==> config.mk <==
export PLATFORM = sky130hd
export DESIGN_NAME = lsp_interp_flat
export DESIGN_NICKNAME = d
export VERILOG_FILES = /design/src/hw/rtl/lsp_pkg.sv /design/src/hw/rtl/lsp_out_if.sv /design/src/hw/rtl/lsp_interp.sv /design/src/flat_wrapper.sv
export SDC_FILE = /design/constraint.sdc
export NUM_CORES = 1
export LEC_CHECK = 0
export ABC_AREA = 1
export BUFFER_PORTS_ARGS = -buffer_cell sky130_fd_sc_hd__buf_2
export CAP_MARGIN = 20
export CELL_PAD_IN_SITES_DETAIL_PLACEMENT = 2
export CELL_PAD_IN_SITES_GLOBAL_PLACEMENT = 2
export CORE_UTILIZATION = 38
export CTS_BUF_LIST = sky130_fd_sc_hd__clkbuf_8 sky130_fd_sc_hd__clkbuf_16
export CTS_CLUSTER_DIAMETER = 100
export DETAILED_ROUTE_END_ITERATION = 7
export GPL_TIMING_DRIVEN = 0
export PLACE_DENSITY = 0.82
export SYNTH_ARGS = -nofsm -noshare
export SYNTH_HDL_FRONTEND = slang
export SYNTH_SLANG_ARGS = --single-unit
==> constraint.sdc <==
create_clock -name clk -period 11.3 [get_ports clk]
set_input_delay 2.26 -clock clk [delete_from_list [all_inputs] [get_ports clk]]
set_output_delay 2.26 -clock clk [all_outputs]
set_load 0.01 [all_outputs]
==> src/hw/rtl/lsp_pkg.sv <==
`default_nettype none

package lsp_pkg;

    // Fixed field widths
    localparam int OP_BITS       = 2;
    localparam int ADDR_BITS     = 16;
    localparam int LEN_BITS      = 17;
    localparam int STEP_BITS     = 24;
    localparam int CFG_IDX_BITS  = 2;
    localparam int CFG_DATA_BITS = 24;

    // Operation codes
    localparam logic [OP_BITS-1:0] OP_WRITE_A = 2'd0;
    localparam logic [OP_BITS-1:0] OP_WRITE_B = 2'd1;
    localparam logic [OP_BITS-1:0] OP_TICK    = 2'd2;

    // Register indexes
    localparam logic [CFG_IDX_BITS-1:0] CFG_LENGTH_A = 2'd0;
    localparam logic [CFG_IDX_BITS-1:0] CFG_LENGTH_B = 2'd1;
    localparam logic [CFG_IDX_BITS-1:0] CFG_STEP_A   = 2'd2;
    localparam logic [CFG_IDX_BITS-1:0] CFG_STEP_B   = 2'd3;

    // Step reset value: 1.0 in Q8.16
    localparam logic [STEP_BITS-1:0] STEP_UNITY = 24'h010000;

    // Per-stage control travelling with a tick
    typedef struct packed {
        logic valid;
        logic silent;
        logic use_b;
    } lsp_ctl_t;

endpackage

`default_nettype wire

==> src/hw/rtl/lsp_out_if.sv <==
`default_nettype none

interface lsp_out_if #(
    parameter int SAMPLE_BITS = 16
);
    logic                          valid;
    logic                          ready;
    logic signed [SAMPLE_BITS-1:0] sample_out;
    logic [SAMPLE_BITS-1:0]        peak;

    modport source (output valid, output sample_out, output peak, input ready);
    modport sink   (input valid, input sample_out, input peak, output ready);
endinterface

`default_nettype wire

==> src/hw/rtl/lsp_interp.sv <==
`default_nettype none

// Stages after the RAM read: multiply, round and add, peak hold, output register.
module lsp_interp
    import lsp_pkg::*;
#(
    parameter int SAMPLE_BITS = 16,
    parameter int FRAC_BITS   = 16
) (
    input  wire logic                   clk,
    input  wire logic                   rst_n,
    input  wire lsp_ctl_t               ctl_in,
    input  wire logic [FRAC_BITS-1:0]   frac_in,
    output logic                        take,
    input  wire logic [SAMPLE_BITS-1:0] rd_a0,
    input  wire logic [SAMPLE_BITS-1:0] rd_a1,
    input  wire logic [SAMPLE_BITS-1:0] rd_b0,
    input  wire logic [SAMPLE_BITS-1:0] rd_b1,
    lsp_out_if.source                   dst
);
    localparam int PROD_W = SAMPLE_BITS + FRAC_BITS + 2;
    localparam int SUM_W  = SAMPLE_BITS + 2;
    localparam logic signed [PROD_W-1:0] HALF = PROD_W'(1) << (FRAC_BITS - 1);

    lsp_ctl_t                       ctl1_reg, ctl2_reg;
    logic [FRAC_BITS-1:0]           frac1_reg;
    logic signed [PROD_W-1:0]       prod2_reg;
    logic signed [SAMPLE_BITS-1:0]  s02_reg;
    logic                           out_valid_reg;
    logic signed [SAMPLE_BITS-1:0]  sample_reg;
    logic [SAMPLE_BITS-1:0]         peak_reg;

    logic                           out_free, p2_free;
    logic signed [SAMPLE_BITS-1:0]  s0, s1;
    logic signed [SAMPLE_BITS:0]    diff;
    logic signed [FRAC_BITS:0]      frac_s;
    logic signed [PROD_W-1:0]       prod_c;
    logic signed [PROD_W-1:0]       rounded;
    logic signed [SUM_W-1:0]        sum;
    logic signed [SAMPLE_BITS-1:0]  sample_c;
    logic [SAMPLE_BITS-1:0]         mag;

    assign out_free = !out_valid_reg || dst.ready;
    assign p2_free  = !ctl2_reg.valid || out_free;
    assign take     = !ctl1_reg.valid || p2_free;

    always_comb
    begin
        s0      = ctl1_reg.use_b ? rd_b0 : rd_a0;
        s1      = ctl1_reg.use_b ? rd_b1 : rd_a1;
        diff    = (SAMPLE_BITS+1)'(s1) - (SAMPLE_BITS+1)'(s0);
        frac_s  = {1'b0, frac1_reg};
        prod_c  = PROD_W'(diff) * PROD_W'(frac_s);

        // round half up, then step back to sample scale
        rounded = (prod2_reg + HALF) >>> FRAC_BITS;
        sum     = SUM_W'(s02_reg) + rounded[SUM_W-1:0];
        sample_c = ctl2_reg.silent ? '0 : sum[SAMPLE_BITS-1:0];
        mag     = sample_c[SAMPLE_BITS-1] ? (~sample_c + SAMPLE_BITS'(1)) : sample_c;
    end

    always_ff @(posedge clk or negedge rst_n)
    begin
        if (!rst_n)
        begin
            ctl1_reg      <= '0;
            ctl2_reg      <= '0;
            out_valid_reg <= 1'b0;
            peak_reg      <= '0;
        end
        else
        begin
            if (take)
            begin
                ctl1_reg <= ctl_in;
            end
            if (p2_free)
            begin
                ctl2_reg <= ctl1_reg;
            end
            if (out_free)
            begin
                out_valid_reg <= ctl2_reg.valid;
                if (ctl2_reg.valid && (mag > peak_reg))
                begin
                    peak_reg <= mag;
                end
            end
        end
    end

    always_ff @(posedge clk)
    begin
        if (take)
        begin
            frac1_reg <= frac_in;
        end
        if (p2_free)
        begin
            prod2_reg <= prod_c;
            s02_reg   <= s0;
        end
        if (out_free)
        begin
            sample_reg <= sample_c;
        end
    end

    assign dst.valid      = out_valid_reg;
    assign dst.sample_out = sample_reg;
    assign dst.peak       = peak_reg;
endmodule

`default_nettype wire

==> src/flat_wrapper.sv <==
// flat-port wrapper written by rule: the top's interface ports become plain ports
module lsp_interp_flat import lsp_pkg::*;
#(
    parameter int SAMPLE_BITS = 16,
    parameter int FRAC_BITS   = 16
)
  (clk, rst_n, ctl_in, frac_in, take, rd_a0, rd_a1, rd_b0, rd_b1, dst_valid, dst_sample_out, dst_peak, dst_ready);
  lsp_out_if #(.SAMPLE_BITS(SAMPLE_BITS)) dst_i ();
  input  wire logic clk;
  input  wire logic rst_n;
  input  wire lsp_ctl_t ctl_in;
  input  wire logic [FRAC_BITS-1:0] frac_in;
  output logic take;
  input  wire logic [SAMPLE_BITS-1:0] rd_a0;
  input  wire logic [SAMPLE_BITS-1:0] rd_a1;
  input  wire logic [SAMPLE_BITS-1:0] rd_b0;
  input  wire logic [SAMPLE_BITS-1:0] rd_b1;
  output wire logic [$bits(dst_i.valid)-1:0] dst_valid;
  output wire logic [$bits(dst_i.sample_out)-1:0] dst_sample_out;
  output wire logic [$bits(dst_i.peak)-1:0] dst_peak;
  input wire logic [$bits(dst_i.ready)-1:0] dst_ready;
  assign dst_valid = dst_i.valid;
  assign dst_sample_out = dst_i.sample_out;
  assign dst_peak = dst_i.peak;
  assign dst_i.ready = dst_ready;
  lsp_interp #(.SAMPLE_BITS(SAMPLE_BITS), .FRAC_BITS(FRAC_BITS)) u_core (.clk(clk), .rst_n(rst_n), .ctl_in(ctl_in), .frac_in(frac_in), .take(take), .rd_a0(rd_a0), .rd_a1(rd_a1), .rd_b0(rd_b0), .rd_b1(rd_b1), .dst(dst_i));
endmodule
### Word-level counts from Yosys, hierarchy flattened

Cells that the tools add are included.

* bits in registers: 102
* output and inout bits: 34
* input bits: 86
* logic and storage cells: 30

* bitwise logic cells: 1
* multiply operators: 1
* reductions and logical operators: 8
* $add $sub $neg: 4
* magnitude comparators: 1
* mux-type cells: 4

Operators with widths (count)
* two-way mux 16 bit: 4
* adder 32 x 17 -> 32 bit (second input constant): 1
* multiplier 17 x 17 -> 32 bit: 1
* subtractor 16 x 16 -> 17 bit: 1
* adder 16 bit: 1
* adder 16 x 2 -> 16 bit (second input constant): 1
* greater-than comparator 16 bit: 1
* inverter 16 bit: 1
* logical NOT 1 bit: 3
* logical OR 1 bit: 3
* AND reduction 2 bit: 1
* logical AND 1 bit: 1

### Depth between registers and ports, before layout

* word-level depth: 9
* mapped depth: 42

### Worst setup path before layout

No wires, ideal clock.

* path type: input to register
* start: input rd_b1[0]
* end: register u_core.prod2_reg[31] (data pin)
* stages: 33
* path slack: 2.209 ns
* required time: 11.048 ns
* arrival time: 8.838 ns
* cells stage by stage: mux2i_1 > ha_1 > inv_1 > fa_1 > nand2_1 > nand3_1 > o21ai_1 > o21ai_2 > nand3_1 > nand3_1 > nand2_1 > buf_2 > inv_1 > nor2_1 > inv_1 > fa_1 > inv_1 > fa_1 > inv_1 > clkbuf_1 > fa_1 > fa_1 > fa_1 > fa_1 > inv_1 > ha_1 > inv_1 > nor3_1 > a221oi_1 > and2_0 > o21ai_0 > nand3b_1 > nand2_1

* cells in the longest elaborated chain, start to end: 3

Ends and longest elaborated chain
* from (decl): line flat_wrapper.sv:17 `input wire logic [SAMPLE_BITS-1:0] rd_b1;`
* two-way mux 16 bit: line lsp_interp.sv:50 `s1 = ctl1_reg.use_b ? rd_b1 : rd_a1;`
* subtractor 16 x 16 -> 17 bit: line lsp_interp.sv:51 `diff = (SAMPLE_BITS+1)'(s1) - (SAMPLE_BITS+1)'(s0);`
* multiplier 17 x 17 -> 32 bit: line lsp_interp.sv:53 `prod_c = PROD_W'(diff) * PROD_W'(frac_s);`
* named net u_core.prod_c[31]: line lsp_interp.sv:37 `logic signed [PROD_W-1:0] prod_c;`
* to (signal assigned): line lsp_interp.sv:100 `prod2_reg <= prod_c;`
* to (decl): line lsp_interp.sv:27 `logic signed [PROD_W-1:0] prod2_reg;`

The timed path passes the listed nets, and every way through them passes these cells.
A chain may end at the register's enable or synchronous reset.

### Worst setup path after layout

Same ends and word-level chain as after synthesis.

==> metrics <==
post-synth top area cell=sky130_fd_sc_hd__fa_1; Worst Path Arrival=10.76 ns; count of input and output buffers=119; endpoint required time on the critical path=11.45 ns; clock sinks=87; initial antenna violation count=0; Setup crit start kind=input pin; cells taking the most area after synthesis=sky130_fd_sc_hd__fa_1, sky130_fd_sc_hd__inv_1, sky130_fd_sc_hd__edfxtp_1, sky130_fd_sc_hd__nand2_1, sky130_fd_sc_hd__ha_1; Worst Tran Pin Value=0.969 ns; sequential element share of the synthesized area=15.3%; number of different library cells in the post-synthesis netlist=52; Routed Wire Length=slightly above 60,000 microns; initial standard-cell utilization of the core=38.7%; outcome=finished, final reports clean; layout overhead on the synthesized area=10.0%; Resize count post-CTS=0; nets in the synthesized netlist=2,552; last weighted congestion value of the routability-driven placer=0.865; Max stage delay cell, worst path=sky130_fd_sc_hd__xor2_2; cell type with the highest occurrence count on the critical path=sky130_fd_sc_hd__fa_1; total I/O pin count=between 100 and 150; number of rows created at floorplan=75; Vert. Die Dim=209 microns; global-route wire length before repair=94,300 microns; largest net degree at the start of global routing=23; synthesized cell area=approximately 0.016 sq mm; Detail Placement HPWL=roughly 53,000 microns; slowest stage delay, CP=0.64 ns; instance count of the mapped netlist=2,073; Setup Buffers After CTS=0; Placed Area=about 0.018 sq mm; Post-synth top cells=sky130_fd_sc_hd__inv_1, sky130_fd_sc_hd__nand2_1, sky130_fd_sc_hd__fa_1, sky130_fd_sc_hd__nor2_1, sky130_fd_sc_hd__ha_1; pins over their slew limit=0; category of the most critical setup path=input pin to flop; most instantiated library cell after synthesis=sky130_fd_sc_hd__inv_1; Final Instance Area=0.0180 sq mm; relative slew slack=35.1%; number of synthesized register bits=87; Filler cells=between 4,000 and 5,000; Tightest Hold Check Type=flop to flop; Avg Vias per Cell=5.14; core region area=~0.042 sq mm; die width=between 200 and 250 microns; Synth async-reset ratio=25.3%; post-synth top area share=roughly 32%; number of flip-flops in the largest register=17; final critical delay including setup and external delays=10.62 ns; Post-route DRC=0; Achievable Freq=around 0.094 GHz; Setup TNS=0 ns; Via Count=14,100; Layout Skew=0.0136 ns; clock tree from TritonCTS=done; Tcrit/Tclk final=94.0%; share of final-layout standard cells stronger than drive strength 1=9.76%; maximum fanout along the worst path=9; Diodes inserted=0; total of max-cap violations=0; CTS root buf=sky130_fd_sc_hd__clkbuf_16; Pre-Repair DR Iteration Count=5; final core utilization=42.6%; hold buffers post-CTS=0; total grt overflow=0; full die area=around 0.044 sq mm; RSZ-0062 raised after global routing=no; Primary FF master, synth=sky130_fd_sc_hd__edfxtp_1; CTS clk-pin slew, worst paths=approximately 0.080 ns; setup violation total in the final timing report=0; sort of element at the end of the critical path=flop; iteration-0 DRC count of the detailed router=550; GR Util All Layers=approximately 29%; synthesized area per cell=7.89 sq um; clock buffer depth=2; TritonCTS Buffers=9; htree depth=3; wire length per cell after detailed routing=21.9 microns; total count of hold-check failures in the final report=0; number of nets in the final layout=approximately 2,700; source-to-sink clock delay at the later pin of the worst-skew pair=0.40 ns; remaining number of nets flagged by the antenna check after routing=0; warning count from the yosys run=0; number of global-route vias before repair=~17,000; EDFF count, synth=65
cell families (layout without fill, tap and decap cells):
| logic type | Yosys count | in the layout | share of synthesized area (%) |
|---|---|---|---|
| buffers and inverters | 577 | 716 | 13.4 |
| adders and majority gates | 393 | 393 | 42.1 |
| and+or+nand+nor | 810 | 810 | 20.9 |
| muxes | 1 | 1 | 0.0612 |
| DFF | 87 | 87 | 15.3 |
| AOI/OAI and AO/OA | 151 | 151 | 5.28 |
| xor gates and xnor gates | 54 | 54 | 2.98 |
worst max-delay path, delay by kind of cell:
family	cells	cell delay [ns]
buffers and inverters	8	0.84
and+or+nand+nor	8	1.03
muxes	1	0.33
AOI/OAI and AO/OA	7	1.57
adders and majority gates	9	4.07
xor gates and xnor gates	1	0.64
per-stage QoR:
stage	hold WS, ns	instances	setup WS [ns]
floorplan	0.434	2073	2.21
global placement	0.445	2731	0.403
detailed placement	0.458	2734	0.358
CTS	0.476	2750	0.752
global route	0.507	2751	0.277
finish	0.473	2751	0.681
final cells by class:
class | count | area [sq um] | share of cell area, %
timing repair buffer | 123 | 669 | 3.72
buffer | 37 | 159 | 0.883
multi-input combinational | 1409 | 11700 | 64.9
tap | 539 | 674 | 3.75
clock inverter | 6 | 45.0 | 0.250
clock buffer | 10 | 239 | 1.33
inverter | 540 | 2030 | 11.3
sequential | 87 | 2500 | 13.9
final timing paths:
path	startpoint	endpoint	slack, ns	depth (start not counted)
max	rd_b1[0]	u_core.prod2_reg[31]	0.68	34
min	u_core.ctl1_reg[2]	u_core.ctl2_reg[2]	0.47	1
max reg2reg	u_core.ctl1_reg[0]	u_core.prod2_reg[31]	1.20	37
min reg2reg	u_core.ctl1_reg[2]	u_core.ctl2_reg[2]	0.47	1
max in group asynchronous	rst_n	u_core.ctl1_reg[0]	9.01	1
min in group asynchronous	rst_n	u_core.dst.peak[8]	1.88	1
metal layers:
metal | GRT usage, % | routed length [microns] | vias up
met1 | 32.8 | 24400 | 7299
met5 | 0 | 0 | -
met3 | 3.16 | 1680 | 116
met4 | 12.0 | 2410 | 0
met2 | 53.6 | 31900 | 268
li1 | - | - | 6447
placed cells by master, fill, tap and decap left out, drive strengths merged:
cell / netlist / routed
a221oi: 1 / 1
o21bai: 6 / 6
nand3b: 5 / 5
a21o: 4 / 4
fa: 263 / 263
nand3: 79 / 79
nor2: 179 / 179
o21a: 4 / 4
o22ai: 6 / 6
a31oi: 1 / 1
nor4: 2 / 2
edfxtp: 65 / 65
nor3: 14 / 14
inv: 532 / 535
clkbuf: 30 / 40
buf: 7 / 130
a311oi: 2 / 2
and2: 4 / 4
nand2: 486 / 486
nor3b: 1 / 1
o221ai: 1 / 1
nand4: 15 / 15
o21ai: 53 / 53
o31ai: 3 / 3
a21boi: 2 / 2
or2: 25 / 25
o211ai: 1 / 1
mux2i: 1 / 1
clkinv: 8 / 10
a211oi: 1 / 1
xor2: 39 / 39
a21oi: 66 / 66
clkinvlp: 0 / 1
ha: 130 / 130
dfrtp: 22 / 22
xnor2: 15 / 15
Power is not shown: default switching activity piles up to over one toggle a cycle in this logic, so the estimate is an artifact.
