--- src/hw/rtl/lsp_pkg.sv ---
`default_nettype none

package lsp_pkg;

    // Fixed field widths
    localparam int OP_BITS       = 2;
    localparam int ADDR_BITS     = 16;
    localparam int LEN_BITS      = 17;
    localparam int STEP_BITS     = 24;
    localparam int CFG_IDX_BITS  = 2;
    localparam int CFG_DATA_BITS = 24;

    // Operation codes
    localparam logic [OP_BITS-1:0] OP_WRITE_A = 2'd0;
    localparam logic [OP_BITS-1:0] OP_WRITE_B = 2'd1;
    localparam logic [OP_BITS-1:0] OP_TICK    = 2'd2;

    // Register indexes
    localparam logic [CFG_IDX_BITS-1:0] CFG_LENGTH_A = 2'd0;
    localparam logic [CFG_IDX_BITS-1:0] CFG_LENGTH_B = 2'd1;
    localparam logic [CFG_IDX_BITS-1:0] CFG_STEP_A   = 2'd2;
    localparam logic [CFG_IDX_BITS-1:0] CFG_STEP_B   = 2'd3;

    // Step reset value: 1.0 in Q8.16
    localparam logic [STEP_BITS-1:0] STEP_UNITY = 24'h010000;

    // Per-stage control travelling with a tick
    typedef struct packed {
        logic valid;
        logic silent;
        logic use_b;
    } lsp_ctl_t;

endpackage

`default_nettype wire

--- src/hw/rtl/lsp_pos.sv ---
`default_nettype none

// Read position: wrap into [0, len), split into index pair and fraction, advance.
module lsp_pos
    import lsp_pkg::*;
#(
    parameter int BUFFER_DEPTH = 65536,
    parameter int FRAC_BITS    = 16
) (
    input  wire logic                            clk,
    input  wire logic                            rst_n,
    input  wire logic                            advance,
    input  wire logic [$clog2(BUFFER_DEPTH):0]   len,
    input  wire logic [STEP_BITS-1:0]            step,
    output logic      [$clog2(BUFFER_DEPTH)-1:0] idx0,
    output logic      [$clog2(BUFFER_DEPTH)-1:0] idx1,
    output logic      [FRAC_BITS-1:0]            frac
);
    localparam int AW    = $clog2(BUFFER_DEPTH);
    localparam int POS_W = ((AW + FRAC_BITS > STEP_BITS) ? AW + FRAC_BITS : STEP_BITS) + 1;

    logic [POS_W-1:0] pos_reg;
    logic [POS_W-1:0] pos_next;
    logic [POS_W-1:0] lim;
    logic [POS_W-1:0] pos1;
    logic [POS_W-1:0] pos2;
    logic [AW:0]      inc;

    always_comb
    begin
        lim  = POS_W'(len) << FRAC_BITS;
        pos1 = (pos_reg >= lim) ? pos_reg - lim : pos_reg;
        // still out of range after one pass: restart at index 0, keep fraction
        pos2 = (pos1 >= lim) ? POS_W'(pos1[FRAC_BITS-1:0]) : pos1;
        idx0 = pos2[FRAC_BITS +: AW];
        frac = pos2[FRAC_BITS-1:0];
        inc  = {1'b0, idx0} + (AW+1)'(1);
        idx1 = (inc < len) ? inc[AW-1:0] : '0;
        pos_next = advance ? pos2 + POS_W'(step) : pos_reg;
    end

    always_ff @(posedge clk or negedge rst_n)
    begin
        if (!rst_n)
        begin
            pos_reg <= '0;
        end
        else
        begin
            pos_reg <= pos_next;
        end
    end
endmodule

`default_nettype wire

--- config.mk ---
export PLATFORM = sky130hd
export DESIGN_NAME = lsp_pos
export DESIGN_NICKNAME = d
export VERILOG_FILES = /design/src/hw/rtl/lsp_pkg.sv /design/src/hw/rtl/lsp_pos.sv
export SDC_FILE = /design/constraint.sdc
export NUM_CORES = 1
export LEC_CHECK = 0
export ABC_AREA = 0
export BUFFER_PORTS_ARGS = -buffer_cell sky130_fd_sc_hd__buf_2
export CAP_MARGIN = 20
export CORE_MARGIN = 5
export CORE_UTILIZATION = 40
export CTS_BUF_LIST = sky130_fd_sc_hd__clkbuf_16
export DETAILED_ROUTE_END_ITERATION = 6
export GPL_ROUTABILITY_DRIVEN = 0
export PLACE_DENSITY = 0.66
export SETUP_SLACK_MARGIN = 0.02
export SYNTH_ARGS = -nofsm -noshare
export SYNTH_HDL_FRONTEND = slang
export SYNTH_SLANG_ARGS = --single-unit
--- constraint.sdc ---
create_clock -name clk -period 9.05 [get_ports clk]
set_input_delay 0.905 -clock clk [delete_from_list [all_inputs] [get_ports clk]]
set_output_delay 0.905 -clock clk [all_outputs]
set_load 0.01 [all_outputs]
* Word-level counts from Yosys, hierarchy flattened *
Index checks and enable logic that the tools add are counted.

cells by class
  magnitude comparators = 3
  multiplexer cells = 3
  $add $sub $neg = 3

operator list
  cell                                                              count
  33-bit >= comparator                                              2
  33-bit 2-to-1 mux                                                 2
  33-bit by 24-bit adder with 33-bit output                         1
  33-bit subtractor                                                 1
  16-bit by 1-bit adder with 17-bit output (second input constant)  1
  17-bit less-than comparator                                       1
  16-bit 2-to-1 mux                                                 1

word-level totals
  logic and storage cells = 10
  output and inout port bits = 48
  bits in registers = 33
  input port bits = 44

* Logic depth before layout (Yosys ltp) *
Gate-level depths: netlist of run 1.

  depth in word-level cells = 7
  depth in mapped cells = 36
  gate-level depth less buffers = 33

* Worst setup path after synthesis of run 1 *
No wires, ideal clock.

  path kind = input-to-output
  start point = in len[7]
  end point = out idx1[3]
  stages on the path = 34
  path slack = 531 ps
  buffers on the path = 5
  data required time = 8145 ps
  arrival time = 7614 ps
  path through = inv_1 > ha_1 > nand4_1 > or4_4 > and4_4 > buf_6 > nor2_4 > buf_4 > mux2i_1 > inv_1 > ha_1 > a21oi_1 > o21ai_0 > a221oi_1 > o21a_1 > nand2_1 > clkbuf_1 > clkbuf_1 > nor2_1 > ha_1 > inv_1 > a21oi_1 > nand4_1 > nor3_1 > xor2_1 > ha_1 > a21o_1 > a21o_1 > a21oi_1 > nor2_1 > a211oi_1 > nand2_1 > clkbuf_1 > nor3_1

on the way
  cells in the longest elaborated chain, start to end = 7
  elaborated cells between the ends (all ways) = 8
  classes of those cells = 2 x add/sub; 3 x order compare; 3 x mux

ends and longest elaborated chain
  item                                                       line           RTL
  from (decl)                                                lsp_pos.sv:13  input wire logic [$clog2(BUFFER_DEPTH):0] len,
  33-bit subtractor or 33-bit >= comparator (tied branches)  lsp_pos.sv:32  pos1 = (pos_reg >= lim) ? pos_reg - lim : pos_reg;
  33-bit 2-to-1 mux                                          lsp_pos.sv:32
  33-bit >= comparator                                       lsp_pos.sv:34  pos2 = (pos1 >= lim) ? POS_W'(pos1[FRAC_BITS-1:0]) : pos1;
  33-bit 2-to-1 mux *                                        lsp_pos.sv:34
  via idx0[0]                                                lsp_pos.sv:15  output logic [$clog2(BUFFER_DEPTH)-1:0] idx0,
  16-bit by 1-bit adder with 17-bit output *                 lsp_pos.sv:37  inc = {1'b0, idx0} + (AW+1)'(1);
  17-bit less-than comparator                                lsp_pos.sv:38  idx1 = (inc < len) ? inc[AW-1:0] : '0;
  16-bit 2-to-1 mux *                                        lsp_pos.sv:38
  to (decl)                                                  lsp_pos.sv:16  output logic [$clog2(BUFFER_DEPTH)-1:0] idx1,

The timed path passes the listed nets; every way through them passes the cells marked *.

* Worst setup path in the final report of run 1 *
  start point = in len[7]
  end point = out idx1[3]

on the way
  cells in the longest elaborated chain, start to end = 7
  elaborated cells between the ends (all ways) = 8
  classes of those cells = 2 x add/sub; 3 x order compare; 3 x mux

ends and longest elaborated chain
  item                                                       line
  33-bit subtractor or 33-bit >= comparator (tied branches)  lsp_pos.sv:32
  33-bit 2-to-1 mux                                          lsp_pos.sv:32
  33-bit >= comparator                                       lsp_pos.sv:34
  33-bit 2-to-1 mux                                          lsp_pos.sv:34
  16-bit by 1-bit adder with 17-bit output                   lsp_pos.sv:37
  17-bit less-than comparator                                lsp_pos.sv:38
  16-bit 2-to-1 mux *                                        lsp_pos.sv:38

Every way passes the cells marked *; elsewhere a longest branch is shown, timed or not.

==> results.yml, run 1 <==
synthesis:
  synth-seq-cells: 33
  avgSynthCellArea_um2: 7.91
  synth_fp_nets: 790
  yosysSeqAreaShare: 0.156
  synth_cells: 670
  synth_edf_count: 0
  synthArstFlopShare: 1.00
  netlist_area_um2: 5300
  synthDistinctLibCells: 67
  yosysWarnings: 0
  synthFlopType: "dfrtp_1"
finish:
  final_layout_size_suffix_gt1_frac: 0.206
  final_nets: 873
  areaGrowthSynthToFinish_pct: 15.1
  antenna_cells: 0
  final_cell_mix: "buf_2, ha_1, a21oi_1"
  multi_input_area_um2: 4180
  num-fill-cells: 1375
  ff_latch_area_um2: 826
  largest_reg_flops: 33
  layout_commonest_cell: "buf_2"
grt:
  antenna_found_initial: 0
  track_usage: 0.192
  grt_pass1_wl_um: 24900
  grt_max_degree: 45
  grt-ovfl-total: 0
  grt_pass1_vias: 4862
die:
  fp.dieW_um: 125
  die_h_um: 125
  start_util: 0.404
  core_area_um2: 13100
  rows: 42
  ios: 92
  die_area_um2: 15700
sta:
  max_slew_margin: 0.420
  finalSetupTns_ps: 0
  hold_viol: 0
  fin_crit_sh: 0.960
  slew_violations: 0
  finalSetupViolCount: 0
  timing.hold.ws_ps: 555
  timing.final.crit_period_ps: 8690
  fin_worst_skew_ps: 8.70
  tightest_slew_ps: 869
  fmax_mhz: 115
drt:
  firstDrtPassIters: 6
  vias: 5234
  detail_route.wirelength_um: 15500
  ant_nets: 0
  vias_per_cell: 5.63
  remaining_drc_errors: 0
  drtIter0Drc: 519
  routedWlPerCell_um: 16.7
critical_path:
  cpPeakStageDelay_ps: 600
  crit_type: "in -> out"
  critical_path_arrival_ps: 7780
  required_ps: 8150
  path_common_cell: "nand2_1"
  critPathCaptureType: "output pin"
  crit_path_max_fanout: 20
  cp_slowest_cell: "or4_4"
  crit_path_start_kind: "input pin"
cts:
  cts-root-buf: "clkbuf_16"
  cts_hold_buf: 0
  clk_latency_ps: 280
  clk_pin_slew_ps: 60
  clock_sinks: 33
  cts_buffers: 5
  cts_tree: "built"
  ctsHtreeMaxLevel: 2
  clock_path_buffers: 2
run:
  drv_cap: 0
placement:
  dp_hpwl_um: 12900
  port_buffers: 91
hold_path:
  hp-class: "reg -> reg"
outcome:
  status: "completed"
==> cells by family after synthesis <==
family | share of synthesized area
simple gates | 0.208
compound gates | 0.251
fa+ha+maj | 0.184
buf+inv | 0.0614
xor+xnor | 0.0843
flops | 0.156
mux | 0.0550
==> worst max-delay path, delay by kind of cell <==
family,cells,cell delay [ps]
fa+ha+maj,3,980
simple gates,13,3250
compound gates,7,1850
buf+inv,5,800
==> synth_stat cells, drive strengths merged (4+ instances only) <==
| cell type | count | area share |
|---|---|---|
| nand4 | 18 | 0.024 |
| ha | 74 | 0.17 |
| buf | 20 | 0.028 |
| clkbuf | 10 | 0.0071 |
| xor2 | 14 | 0.023 |
| a31oi | 4 | 0.0047 |
| xnor2 | 37 | 0.061 |
| a211oi | 12 | 0.017 |
| o31ai | 9 | 0.013 |
| and3 | 6 | 0.0071 |
| a211o | 4 | 0.0066 |
| inv | 37 | 0.026 |
| nor4 | 7 | 0.0083 |
| nand3 | 20 | 0.019 |
| a21o | 18 | 0.025 |
| nor2b | 24 | 0.028 |
| nand2 | 53 | 0.038 |
| o21bai | 7 | 0.0099 |
| a21boi | 4 | 0.0057 |
| dfrtp | 33 | 0.16 |
| mux2i | 4 | 0.0076 |
| mux2 | 22 | 0.047 |
| or3 | 4 | 0.0066 |
| a21oi | 64 | 0.064 |
| nor3 | 14 | 0.013 |
| o211ai | 8 | 0.011 |
| o21ai | 35 | 0.033 |
| o21a | 11 | 0.016 |
| nor2 | 49 | 0.036 |
| or4 | 5 | 0.0078 |
==> final timing paths <==
kind	end	cells after the start	startpoint	slack, ps
max	idx1[3]	28	len[7]	360
min	pos_reg[4]	2	pos_reg[4]	550
max reg2reg	pos_reg[32]	27	pos_reg[12]	1850
min reg2reg	pos_reg[4]	2	pos_reg[4]	550
max in group asynchronous	pos_reg[25]	1	rst_n	7840
min in group asynchronous	pos_reg[3]	1	rst_n	710
==> area by class of cell <==
cell class                 instances  area share
multi-input combinational        570       0.686
sequential                        33       0.135
timing repair buffer             106      0.0931
tap                              176      0.0361
inverter                          37      0.0228
clock buffer                       5      0.0205
clock inverter                     3     0.00615
==> stage by stage <==
step           area (µm²)  utilization  setup WS (ps)  cells
3_5_place_dp         5900        0.449           95.9    921
4_1_cts              6060        0.461           83.1    929
2_1_floorplan        5300            -            531    670
3_3_place_gp         5900        0.449            241    921
5_1_grt              6100        0.464          -81.6    930
6_report             6100        0.464            362    930
==> what timing repair did <==
item,in CTS,in global routing
resized for setup,0,7
endpoints found under the setup margin,0,16
hold endpoints to repair,0,0
buffers inserted,0,1
==> layer usage <==
| layer | up-vias | global-route usage | routed length (µm) |
|---|---|---|---|
| met1 | 2418 | 0.270 | 7380 |
| met2 | 162 | 0.313 | 7070 |
| met4 | 0 | 0.0485 | 289 |
| met5 | - | 0 | 0 |
| met3 | 20 | 0.0252 | 786 |
| li1 | 2634 | - | - |
Power of run 1 is not shown: default switching activity piles up to over one toggle a cycle in this logic, so the estimate is an artifact.
==> run 2, diff against run 1 <==
--- a/config.mk
+++ b/config.mk
@@ -16,3 +16,5 @@
 export PLACE_DENSITY = 0.66
+export RECOVER_POWER = 25
 export SETUP_SLACK_MARGIN = 0.02
+export SKIP_LAST_GASP = 1
 export SYNTH_ARGS = -nofsm -noshare
--- a/constraint.sdc
+++ b/constraint.sdc
@@ -3,2 +3,2 @@
 set_output_delay 0.905 -clock clk [all_outputs]
-set_load 0.01 [all_outputs]
+set_load 0.1 [all_outputs]
==> results.yml, run 2 (synthesis results as in run 1) <==
critical_path:
  crit_path_max_fanout: 12
  cp_top_family: "simple AND/OR/NAND/NOR gates"
  path_common_cell: "nand2_1"
  critical_path_arrival_ps: 7730
  crit_type: "in -> out"
  required_ps: 8150
  critPathCaptureType: "output pin"
  r2r_cells: 27
  crit_path_start_kind: "input pin"
  cp_slowest_cell: "or4_1"
  crit_buf_inv: 4
  cp.depth: 29
  cpPeakStageDelay_ps: 640
cts:
  ctsHtreeMaxLevel: 2
  clock_path_buffers: 2
  cts-root-buf: "clkbuf_16"
  clock_sinks: 33
  cts_tree: "built"
  clk_pin_slew_ps: 60
  cts_buffers: 5
  clk_latency_ps: 290
  cts_hold_buf: 0
drt:
  routedWlPerCell_um: 17.5
  detail_route.wirelength_um: 16300
  ant_nets: 0
  vias: 5418
  vias_per_cell: 5.82
  drtIter0Drc: 384
  remaining_drc_errors: 0
  firstDrtPassIters: 6
grt:
  grt_pass1_wl_um: 26400
  antenna_found_initial: 0
  grt-ovfl-total: 0
  grt-busiest-layer: "met2"
  grt_max_degree: 45
  globalRouteMet2Util: 0.355
  grt_use_met1: 0.252
  grt_pass1_vias: 5374
  track_usage: 0.201
  met3_usage: 0.0350
sta:
  finalSetupTns_ps: 0
  tightest_slew_ps: 1970
  rsz0062_at_grt: "no"
  fin_worst_skew_ps: 6.17
  timing.final.crit_period_ps: 8640
  slew_violations: 34
  max_slew_margin: -0.315
  fin_crit_sh: 0.954
  finalSetupViolCount: 0
  fmax_mhz: 116
  hold_viol: 0
finish:
  antenna_cells: 0
  final_nets: 874
  largest_reg_flops: 33
  layout_commonest_cell: "buf_2"
  areaGrowthSynthToFinish_pct: 22.9
  num-fill-cells: 1259
  final_layout_size_suffix_gt1_frac: 0.249
  final_cell_mix: "buf_2, ha_1, a21oi_1"
die:
  fp.dieW_um: 125
  start_util: 0.404
  die_h_um: 125
  die_area_um2: 15700
  ios: 92
  rows: 42
  core_area_um2: 13100
run:
  drv_cap: 1
outcome:
  failed_checks: "max-capacitance violations, max-slew violations"
  status: "finished, violations left"
hold_path:
  hold_depth: 2
  hp-class: "reg -> reg"
placement:
  port_buffers: 91
  dp_hpwl_um: 13200
==> run 2: changes by cell type in the layout (fill, tap and decap cells not counted), moves of 4 or more <==
cell,change
nor2b_4,+7
buf_12,+13
ha_4,+4
buf_2,-13
a21oi_1,-4
ha_1,-5
nor2b_1,-8
a21oi_2,+4
==> run 2: path summary, 6_finish.rpt <==
kind                             startpoint     endpoint  slack, ps
worst max-delay path                 len[0]      idx1[7]        410
worst min-delay path             pos_reg[4]   pos_reg[4]        560
worst max register to register  pos_reg[16]  pos_reg[32]       1840
worst min register to register   pos_reg[4]   pos_reg[4]        560
max in group asynchronous             rst_n   pos_reg[3]       6740
min in group asynchronous             rst_n  pos_reg[27]       1160
==> run 2: metrics by stage <==
| step | hold slack [ps] | std cells | utilization | worst slack [ps] | area (µm²) |
|---|---|---|---|---|---|
| after CTS | 560 | 924 | 0.488 | 270 | 6420 |
| after floorplan | 496 | 670 | - | 23.6 | 5550 |
| final | 556 | 931 | 0.496 | 413 | 6520 |
| after global routing | 597 | 931 | 0.496 | 27.6 | 6520 |
| after detailed placement | 547 | 916 | 0.475 | 285 | 6250 |
| after global placement | 545 | 916 | 0.475 | 469 | 6250 |
==> run 2: tightest hold or removal path, delay by kind of cell (launching register included) <==
kind	cells	cell delay, ps
compound gates	1	60
simple gates	1	60
flops	1	400
==> run 2: repair_timing <==
action	in CTS	in global routing
setup endpoints to repair	0	16
setup buffers	0	7
hold endpoints to repair	0	0
resized for setup	0	9
==> run 2: cell type report <==
cell class | count | area (µm²) | share of cell area
Clock inverter | 3 | 46.3 | 0.00711
Inverter | 37 | 139 | 0.0213
Multi-Input combinational cell | 570 | 4390 | 0.674
Sequential cell | 33 | 826 | 0.127
Tap cell | 176 | 220 | 0.0338
Timing Repair Buffer | 107 | 767 | 0.118
Clock buffer | 5 | 125 | 0.0192
==> run 2: per-layer routing <==
metal	wire [µm]	share of wire
met1	6890	0.42
met4	473	0.029
met2	7890	0.48
met5	0	0
met3	1030	0.063
Power of run 2 is left out for the same reason.
